[src/rtl/core/edf_tick_scheduler_core_macros.svh]
// ----------------------------------------------------------------------------
// edf tick scheduler assertion macros
// shared concurrent assertion forms, clocked on aclk, off during reset
// ----------------------------------------------------------------------------
`ifndef EDF_TICK_SCHEDULER_CORE_MACROS_SVH
`define EDF_TICK_SCHEDULER_CORE_MACROS_SVH

// same-cycle implication
`define EDF_ASSERT_SAME(label, ante, cons, msg) \
    label: assert property (@(posedge aclk) disable iff (!aresetn) (ante) |-> (cons)) \
        else $error(msg);

// next-cycle implication
`define EDF_ASSERT_NEXT(label, ante, cons, msg) \
    label: assert property (@(posedge aclk) disable iff (!aresetn) (ante) |=> (cons)) \
        else $error(msg);

`endif

[src/rtl/core/edf_pkg.sv]
// ----------------------------------------------------------------------------
// edf_pkg
// shared constants and types of the edf tick scheduler
// ----------------------------------------------------------------------------
`default_nettype none

package edf_pkg;

    localparam int MAX_TASKS = 16;
    localparam int TIME_BITS = 16;
    localparam int IDX_W     = $clog2(MAX_TASKS);
    localparam int CNT_W     = $clog2(MAX_TASKS + 1);
    localparam int FIELD_W   = 16;
    localparam int ABS_W     = FIELD_W + 1;
    localparam int CMP_W     = (TIME_BITS > FIELD_W) ? TIME_BITS : FIELD_W;
    localparam int TIDX_W    = 4;
    localparam int CFG_W     = 5;
    localparam int TASK_ID_W = 5;
    localparam int S_DATA_W  = 56;
    localparam int M_DATA_W  = 24;

    localparam logic FUNC_LOAD = 1'b0;
    localparam logic FUNC_TICK = 1'b1;

    typedef struct packed {
        logic [FIELD_W-1:0] arrival;
        logic [FIELD_W-1:0] deadline;
        logic [FIELD_W-1:0] burst;
        logic [FIELD_W-1:0] remaining;
    } tbl_entry_t;

    typedef struct packed {
        logic             we_all;
        logic             we_rem;
        logic [IDX_W-1:0] addr;
        tbl_entry_t       data;
    } tbl_wr_t;

endpackage

`default_nettype wire

[src/rtl/core/edf_task_table.sv]
// ----------------------------------------------------------------------------
// edf_task_table
// task table memory, one write port, one registered read port
// ----------------------------------------------------------------------------
`default_nettype none

module edf_task_table (
    input  wire logic                     aclk,
    input  wire edf_pkg::tbl_wr_t         wr,
    input  wire logic [edf_pkg::IDX_W-1:0] rd_addr,
    output edf_pkg::tbl_entry_t           rd_data
);
    import edf_pkg::*;

    logic [FIELD_W-1:0] arrival_mem   [MAX_TASKS];
    logic [FIELD_W-1:0] deadline_mem  [MAX_TASKS];
    logic [FIELD_W-1:0] burst_mem     [MAX_TASKS];
    logic [FIELD_W-1:0] remaining_mem [MAX_TASKS];

    always_ff @(posedge aclk) begin
        if (wr.we_all) begin
            arrival_mem[wr.addr]  <= wr.data.arrival;
            deadline_mem[wr.addr] <= wr.data.deadline;
            burst_mem[wr.addr]    <= wr.data.burst;
        end
        if (wr.we_all || wr.we_rem) begin
            remaining_mem[wr.addr] <= wr.data.remaining;
        end
    end

    always_ff @(posedge aclk) begin
        rd_data.arrival   <= arrival_mem[rd_addr];
        rd_data.deadline  <= deadline_mem[rd_addr];
        rd_data.burst     <= burst_mem[rd_addr];
        rd_data.remaining <= remaining_mem[rd_addr];
    end

endmodule

`default_nettype wire

[src/rtl/core/edf_tick_scheduler_core.sv]
// ----------------------------------------------------------------------------
// edf_tick_scheduler_core
// earliest-deadline-first tick scheduler over a small task table
// ----------------------------------------------------------------------------
// A load word (tuser = 0) writes one task entry and gives no result. A tick
// word (tuser = 1) scans the active entries one per cycle through a single
// compare unit: each entry is read from the table, its remaining work
// reloaded if it arrives now, and its absolute deadline checked against the
// best so far. With n the task_count capped at 16, a tick issues n reads,
// drains the registered read port and then retires into the result register,
// waiting while that register holds an untaken result; with task_count = 0
// it skips the reads and drain. The input is not ready meanwhile and is ready
// again in the cycle after the result register loads.
// The result register lets the next word be accepted while a result waits.
// task_count is taken on the cfg channel, which is always ready.
`default_nettype none

`include "edf_tick_scheduler_core_macros.svh"

module edf_tick_scheduler_core (
    input  wire logic                           aclk,
    input  wire logic                           aresetn,
    // input channel
    input  wire logic                           s_tvalid,
    output logic                                s_tready,
    // tdata: task_index[3:0], task_arrival[19:4], task_deadline[35:20],
    //        task_burst[51:36], zero pad
    input  wire logic [edf_pkg::S_DATA_W-1:0]   s_tdata,
    // tuser: func[0]
    input  wire logic                           s_tuser,
    // result channel
    output logic                                m_tvalid,
    input  wire logic                           m_tready,
    // tdata: tick_time[15:0], task_id[20:16], zero pad
    output logic [edf_pkg::M_DATA_W-1:0]        m_tdata,
    // tuser: busy_res[0]
    output logic                                m_tuser,
    // configuration channel: task_count
    input  wire logic                           cfg_valid,
    output logic                                cfg_ready,
    input  wire logic [edf_pkg::CFG_W-1:0]      cfg_data
);
    import edf_pkg::*;

    // sequencer codes
    localparam logic [1:0] ST_IDLE   = 2'd0;
    localparam logic [1:0] ST_SCAN   = 2'd1;
    localparam logic [1:0] ST_DRAIN  = 2'd2;
    localparam logic [1:0] ST_FINISH = 2'd3;

    logic [1:0]           state_reg,     state_next;
    logic [CNT_W-1:0]     rd_idx_reg,    rd_idx_next;
    logic                 p_valid_reg,   p_valid_next;
    logic [IDX_W-1:0]     p_idx_reg,     p_idx_next;
    logic                 found_reg,     found_next;
    logic [ABS_W-1:0]     best_reg,      best_next;
    logic [IDX_W-1:0]     pick_reg,      pick_next;
    logic [FIELD_W-1:0]   pick_rem_reg,  pick_rem_next;
    logic [TIME_BITS-1:0] time_reg,      time_next;
    logic [CFG_W-1:0]     count_reg,     count_next;
    logic                 m_valid_reg,   m_valid_next;
    logic [FIELD_W-1:0]   out_time_reg,  out_time_next;
    logic                 out_busy_reg,  out_busy_next;
    logic [TASK_ID_W-1:0] out_id_reg,    out_id_next;

    // input word fields
    logic                 in_func;
    logic [TIDX_W-1:0]    in_index;
    logic [FIELD_W-1:0]   in_arrival, in_deadline, in_burst;
    logic                 s_fire;

    // table access
    tbl_wr_t              tbl_wr;
    logic [IDX_W-1:0]     tbl_rd_addr;
    tbl_entry_t           tbl_rd;

    // shared compare unit
    logic [CNT_W-1:0]     n_active;
    logic [CMP_W-1:0]     time_ext, arr_ext;
    logic                 arr_hit, arr_past, elig, better;
    logic [FIELD_W-1:0]   rem_eff;
    logic [ABS_W-1:0]     abs_dl;
    logic                 finish_go;

    assign in_func     = s_tuser;
    assign in_index    = s_tdata[3:0];
    assign in_arrival  = s_tdata[19:4];
    assign in_deadline = s_tdata[35:20];
    assign in_burst    = s_tdata[51:36];

    assign s_tready  = (state_reg == ST_IDLE);
    assign s_fire    = s_tvalid && s_tready;
    assign cfg_ready = 1'b1;

    assign m_tvalid = m_valid_reg;
    assign m_tuser  = out_busy_reg;
    assign m_tdata  = {{(M_DATA_W - FIELD_W - TASK_ID_W){1'b0}}, out_id_reg, out_time_reg};

    // task_count above the table depth acts as the depth
    assign n_active = (32'(count_reg) > MAX_TASKS) ? CNT_W'(MAX_TASKS) : CNT_W'(count_reg);

    // per-entry evaluation of the word coming out of the table read port
    assign time_ext = CMP_W'(time_reg);
    assign arr_ext  = CMP_W'(tbl_rd.arrival);
    assign arr_hit  = (arr_ext == time_ext);
    assign arr_past = (arr_ext <= time_ext);
    assign rem_eff  = arr_hit ? tbl_rd.burst : tbl_rd.remaining;
    assign elig     = arr_past && (rem_eff != '0);
    assign abs_dl   = ABS_W'(tbl_rd.arrival) + ABS_W'(tbl_rd.deadline);
    // strict less-than keeps the lowest index on a tie
    assign better   = elig && (!found_reg || (abs_dl < best_reg));

    // result register free, tick can retire
    assign finish_go = (state_reg == ST_FINISH) && (!m_valid_reg || m_tready);

    edf_task_table u_table (
        .aclk    (aclk),
        .wr      (tbl_wr),
        .rd_addr (tbl_rd_addr),
        .rd_data (tbl_rd)
    );

    always_comb begin
        state_next    = state_reg;
        rd_idx_next   = rd_idx_reg;
        p_valid_next  = 1'b0;
        p_idx_next    = p_idx_reg;
        found_next    = found_reg;
        best_next     = best_reg;
        pick_next     = pick_reg;
        pick_rem_next = pick_rem_reg;
        time_next     = time_reg;
        count_next    = count_reg;
        m_valid_next  = m_valid_reg;
        out_time_next = out_time_reg;
        out_busy_next = out_busy_reg;
        out_id_next   = out_id_reg;

        tbl_rd_addr         = rd_idx_reg[IDX_W-1:0];
        tbl_wr.we_all       = 1'b0;
        tbl_wr.we_rem       = 1'b0;
        tbl_wr.addr         = p_idx_reg;
        tbl_wr.data         = '{arrival: in_arrival, deadline: in_deadline,
                                burst: in_burst, remaining: rem_eff};

        if (cfg_valid && cfg_ready) begin
            count_next = cfg_data;
        end

        // result taken
        if (m_valid_reg && m_tready) begin
            m_valid_next = 1'b0;
        end

        // table pipeline stage: reload and compare one entry
        if (p_valid_reg) begin
            tbl_wr.we_rem = 1'b1;
            if (better) begin
                found_next    = 1'b1;
                best_next     = abs_dl;
                pick_next     = p_idx_reg;
                pick_rem_next = rem_eff;
            end
        end

        case (state_reg)
            ST_IDLE: begin
                if (s_fire) begin
                    if (in_func == FUNC_LOAD) begin
                        // loads to an index past the table are dropped
                        if (32'(in_index) < MAX_TASKS) begin
                            tbl_wr.we_all         = 1'b1;
                            tbl_wr.addr           = IDX_W'(in_index);
                            tbl_wr.data.remaining = in_burst;
                        end
                    end else begin
                        found_next  = 1'b0;
                        rd_idx_next = '0;
                        state_next  = (n_active == '0) ? ST_FINISH : ST_SCAN;
                    end
                end
            end
            ST_SCAN: begin
                // issue one table read per cycle
                p_valid_next = 1'b1;
                p_idx_next   = rd_idx_reg[IDX_W-1:0];
                rd_idx_next  = rd_idx_reg + 1'b1;
                if (rd_idx_next == n_active) begin
                    state_next = ST_DRAIN;
                end
            end
            ST_DRAIN: begin
                // last entry is in the compare stage this cycle
                state_next = ST_FINISH;
            end
            ST_FINISH: begin
                if (finish_go) begin
                    if (found_reg) begin
                        tbl_wr.we_rem         = 1'b1;
                        tbl_wr.addr           = pick_reg;
                        tbl_wr.data.remaining = pick_rem_reg - 1'b1;
                    end
                    m_valid_next  = 1'b1;
                    out_time_next = time_ext[FIELD_W-1:0];
                    out_busy_next = found_reg;
                    out_id_next   = found_reg ? TASK_ID_W'(32'(pick_reg) + 1) : '0;
                    // time saturates at all ones
                    if (time_reg != {TIME_BITS{1'b1}}) begin
                        time_next = time_reg + 1'b1;
                    end
                    state_next = ST_IDLE;
                end
            end
            default: begin
                state_next = ST_IDLE;
            end
        endcase
    end

    always_ff @(posedge aclk) begin
        if (!aresetn) begin
            state_reg   <= ST_IDLE;
            p_valid_reg <= 1'b0;
            found_reg   <= 1'b0;
            time_reg    <= '0;
            count_reg   <= '0;
            m_valid_reg <= 1'b0;
        end else begin
            state_reg   <= state_next;
            p_valid_reg <= p_valid_next;
            found_reg   <= found_next;
            time_reg    <= time_next;
            count_reg   <= count_next;
            m_valid_reg <= m_valid_next;
        end
    end

    // datapath registers
    always_ff @(posedge aclk) begin
        rd_idx_reg   <= rd_idx_next;
        p_idx_reg    <= p_idx_next;
        best_reg     <= best_next;
        pick_reg     <= pick_next;
        pick_rem_reg <= pick_rem_next;
        out_time_reg <= out_time_next;
        out_busy_reg <= out_busy_next;
        out_id_reg   <= out_id_next;
    end

    // a tick leaves the idle state, for the scan or, with no active tasks, for finish
    `EDF_ASSERT_NEXT(a_tick_starts_scan, s_fire && (in_func == FUNC_TICK), state_reg != ST_IDLE, "tick word did not start a scan")

    // the compare stage only runs inside a scan
    `EDF_ASSERT_SAME(a_pipe_in_scan, p_valid_reg, (state_reg == ST_DRAIN) || (state_reg == ST_SCAN), "compare stage active outside a scan")

    // the picked task lies inside the active range and still has work
    `EDF_ASSERT_SAME(a_pick_in_range, (state_reg == ST_FINISH) && found_reg, (CNT_W'(pick_reg) < n_active) && (pick_rem_reg != '0), "picked task outside active range or without work")

endmodule

`default_nettype wire
[config.mk]
export PLATFORM = sky130hd
export DESIGN_NAME = edf_tick_scheduler_core
export DESIGN_NICKNAME = d
export VERILOG_FILES = /design/src/rtl/core/edf_pkg.sv /design/src/rtl/core/edf_task_table.sv /design/src/rtl/core/edf_tick_scheduler_core.sv
export VERILOG_INCLUDE_DIRS = /design/src /design/src/rtl/core
export SDC_FILE = /design/constraint.sdc
export NUM_CORES = 1
export LEC_CHECK = 0
export ABC_AREA = 1
export BUFFER_PORTS_ARGS = -buffer_cell sky130_fd_sc_hd__buf_2
export CORE_MARGIN = 4
export CORE_UTILIZATION = 45
export DETAILED_ROUTE_END_ITERATION = 8
export PLACE_DENSITY_LB_ADDON = 0.25
export SLEW_MARGIN = 20
export SYNTH_ARGS = -nofsm -noshare
export SYNTH_HDL_FRONTEND = slang
export SYNTH_SLANG_ARGS = --single-unit
export TNS_END_PERCENT = 5
[constraint.sdc]
create_clock -name aclk -period 5.3 [get_ports aclk]
set_input_delay 1.06 -clock aclk [delete_from_list [all_inputs] [get_ports aclk]]
set_output_delay 1.06 -clock aclk [all_outputs]
set_load 0.03 [all_outputs]
==> flow_metrics.py <==
metrics = {
    "run_status": {
        "outcome": "finished, final reports clean",
    },
    "logic_synthesis": {
        "synth_ff_type": "edfxtp_1",
        "synth_area_mm2": 0.04714,
        "synth_top_area_share_pct": 69.56,
        "ys_seq_area_share_pct": 73.38,
        "async_reset_ff_share_pct": 0,
        "synthCells": 3515,
        "yosys_warnings": 0,
        "synth_top_area_cell": "edfxtp_1",
        "synth.area.top_cells": "edfxtp_1 70%, nor2_1 5.4%, dfxtp_1 3.8%",
        "synth_common_cells": "1092 x edfxtp_1, 672 x nor2_1, 304 x o21ai_0, 303 x nand2_1, 152 x o32ai_1",
        "syn_area_per_cell_um2": 13.41,
        "synth-seq-cells": 1182,
        "post-synth-top-count-cell": "edfxtp_1",
        "synth_enable_flop_cells": 1092,
        "synth_cell_type_count": 56,
    },
    "timing": {
        "drv_slew": 0,
        "period_minus_slack_ns": 4.222,
        "layout_setup_ws_ns": 1.078,
        "clock-skew-final_ns": 0.02865,
        "max_freq_ghz": 0.2368,
        "worst_pin_slew_ns": 1.110,
        "slew_headroom_pct": 25.89,
        "period_share_pct": 79.66,
        "fin_tns_setup_ns": 0,
        "finalHoldViolCount": 0,
        "finalSetupViolCount": 0,
        "rsz0062_at_grt": "false",
    },
    "grt": {
        "overflow": 0,
        "antenna_found_initial": 13,
        "grt_max_degree": 207,
        "grt_pass1_vias": 26740,
        "grt_usage_pct": 20.59,
        "grt_pass1_wl_um": 172000,
    },
    "pwr": {
        "clkPwrFrac_pct": 29.1,
        "p_total_mw": 27.17,
        "irDropWorstVdd_v": 0.0003483,
        "power_per_cell_area_mw_per_mm2": 511.5,
        "seq_power_share_pct": 44.4,
        "leakage_nw": 17.86,
        "power.switching_mw": 8.840,
        "internal_power_mw": 18.33,
        "p_sw_share_pct": 32.53,
        "p_comb_share_pct": 26.5,
    },
    "layout": {
        "area_delta_synth_final_pct": 12.69,
        "multiInputGateArea_mm2": 0.01134,
        "drive_above_1_share_pct": 11.05,
        "seqCellArea_mm2": 0.03459,
        "nNetsFinal": 3713,
        "stdcell_count": 5079,
        "fillers": 8585,
    },
    "route": {
        "vias": 28530,
        "routed_via_density": 5.618,
        "dr.pass1.iters": 5,
        "wire_per_inst_um": 22.81,
        "wl_um": 115900,
        "ant_nets": 0,
        "drc_errors": 0,
        "drt_iter0_markers": 2840,
    },
    "flow_run": {
        "max_cap_viol_count": 0,
    },
    "worst_setup_path": {
        "required_ns": 5.68,
        "cp_data_arrival_time_ns": 4.60,
        "crit_type": "flip-flop to flip-flop",
        "cp_max_fo": 20,
        "reg2reg_slack_ns": 1.08,
        "r2r_cells": 18,
        "r2r_start": "u_table.rd_data[48]",
        "r2r_end": "pick_rem_reg[4]",
        "cp-startpoint": "u_table.rd_data[48]",
        "crit_end": "pick_rem_reg[4]",
        "cp-start-kind": "flip-flop",
        "endpoint_kind": "flip-flop",
    },
    "place": {
        "hpwl_um": 61480,
        "dp_cells": 4852,
        "routabilityCongestion": 0.8519,
        "place.port_buffers": 86,
        "dp_slack_ns": 1.068,
    },
    "floorplanning": {
        "dieArea_mm2": 0.1100,
        "core_mm2": 0.1038,
        "die_y_um": 331.7,
        "num_io_pins": 95,
        "start_util_pct": 45.42,
        "rows": 118,
        "die_w_um": 331.7,
    },
    "clock_network": {
        "numCtsBuffers": 115,
        "cts_tree": "done",
        "clock-root-buffer": "clkbuf_16",
        "post_cts_buffers": 0,
        "path_clk_slew_ns": 0.06,
        "cts_resized": 0,
        "clockBufferDepth": 3,
        "cts-hold-fix-buffers": 0,
        "htreeDepth": 3,
        "clock_latency_ns": 0.70,
        "clock_sinks": 1182,
    },
    "worst_hold_path": {
        "hold_path.class": "flip-flop to flip-flop",
    },
}
per-stage QoR:
| step | util [%] | area (um2) | hold WS, ns |
|---|---|---|---|
| after floorplan | - | 47150 | 0.4264 |
| after global placement | 47.59 | 49400 | 0.4337 |
| after detailed placement | 47.59 | 49400 | 0.4354 |
| after CTS | 51.17 | 53110 | 0.4616 |
| after global routing | 51.17 | 53110 | 0.4647 |
| final | 51.19 | 53130 | 0.4592 |
worst min path at each step:
stage / end / cells after the start / from / slack, ns
finish: pick_reg[2] / 0 / p_idx_reg[2] / 0.46
global route: pick_reg[2] / 0 / p_idx_reg[2] / 0.46
CTS: pick_reg[2] / 0 / p_idx_reg[2] / 0.46
detailed placement: pick_reg[2] / 0 / p_idx_reg[2] / 0.44
global placement: pick_reg[2] / 0 / p_idx_reg[2] / 0.43
floorplan: pick_reg[2] / 0 / p_idx_reg[2] / 0.43
metal layers:
metal	GRT usage, %	vias to the layer above	routed length, um
met5	0	-	27
met4	5.715	4	2660
met3	4.761	179	10040
met2	31.20	1036	51510
met1	30.00	14070	51630
li1	-	13250	-
kinds of logic after synthesis:
kind of cell    share of synthesized area (%)
xor+xnor                               0.4087
buf+inv                                 2.946
flops                                   73.38
mux                                     2.208
simple gates                            9.836
other cells                           0.01593
compound gates                          9.679
fa+ha+maj                               1.529
critical path: stages, from the launching register on:
cell,delay (ns)
dfxtp_1,0.34
ha_1,0.19
fa_1,0.22
nand2_1,0.06
nand2_1,0.06
o21ai_0,0.12
o21ai_0,0.45
nand3_1,0.13
nand2_1,0.15
nand3_1,0.08
nand2_1,0.08
xor2_1,0.21
ha_1,0.28
a21oi_1,0.16
o21ai_0,0.09
a21oi_1,0.12
nand3_1,0.19
a21oi_4,0.66
buf_12,0.26
cell type report:
class | count | area share (%)
sequential | 1182 | 65.12
multi-input combinational | 2021 | 21.35
clock buffer | 146 | 5.845
tap | 1380 | 3.250
timing repair buffer | 164 | 2.501
clock inverter | 73 | 1.135
inverter | 105 | 0.7607
antenna | 8 | 0.03768
power by group through the flow:
stage / combinational (mW) / sequential (mW) / clock [mW]
after floorplan: 4.74 / 12.1 / 0
after global placement: 7.08 / 12.3 / 0
after detailed placement: 7.16 / 12.3 / 0
after CTS: 7.20 / 12.1 / 8.07
after global routing: 8.01 / 12.1 / 8.48
final: 7.19 / 12.1 / 7.91
layout by cell type (no fill, tap or decap), drive strengths merged, types with 104 or more instances in the layout:
cell type     n
edfxtp     1092
nand3       137
nor2        683
mux2i       104
buf         164
o21ai       311
clkbuf      146
nand2       308
inv         105
o221ai      106
o32ai       152
No activity file was read; power rests on OpenSTA's default activity.
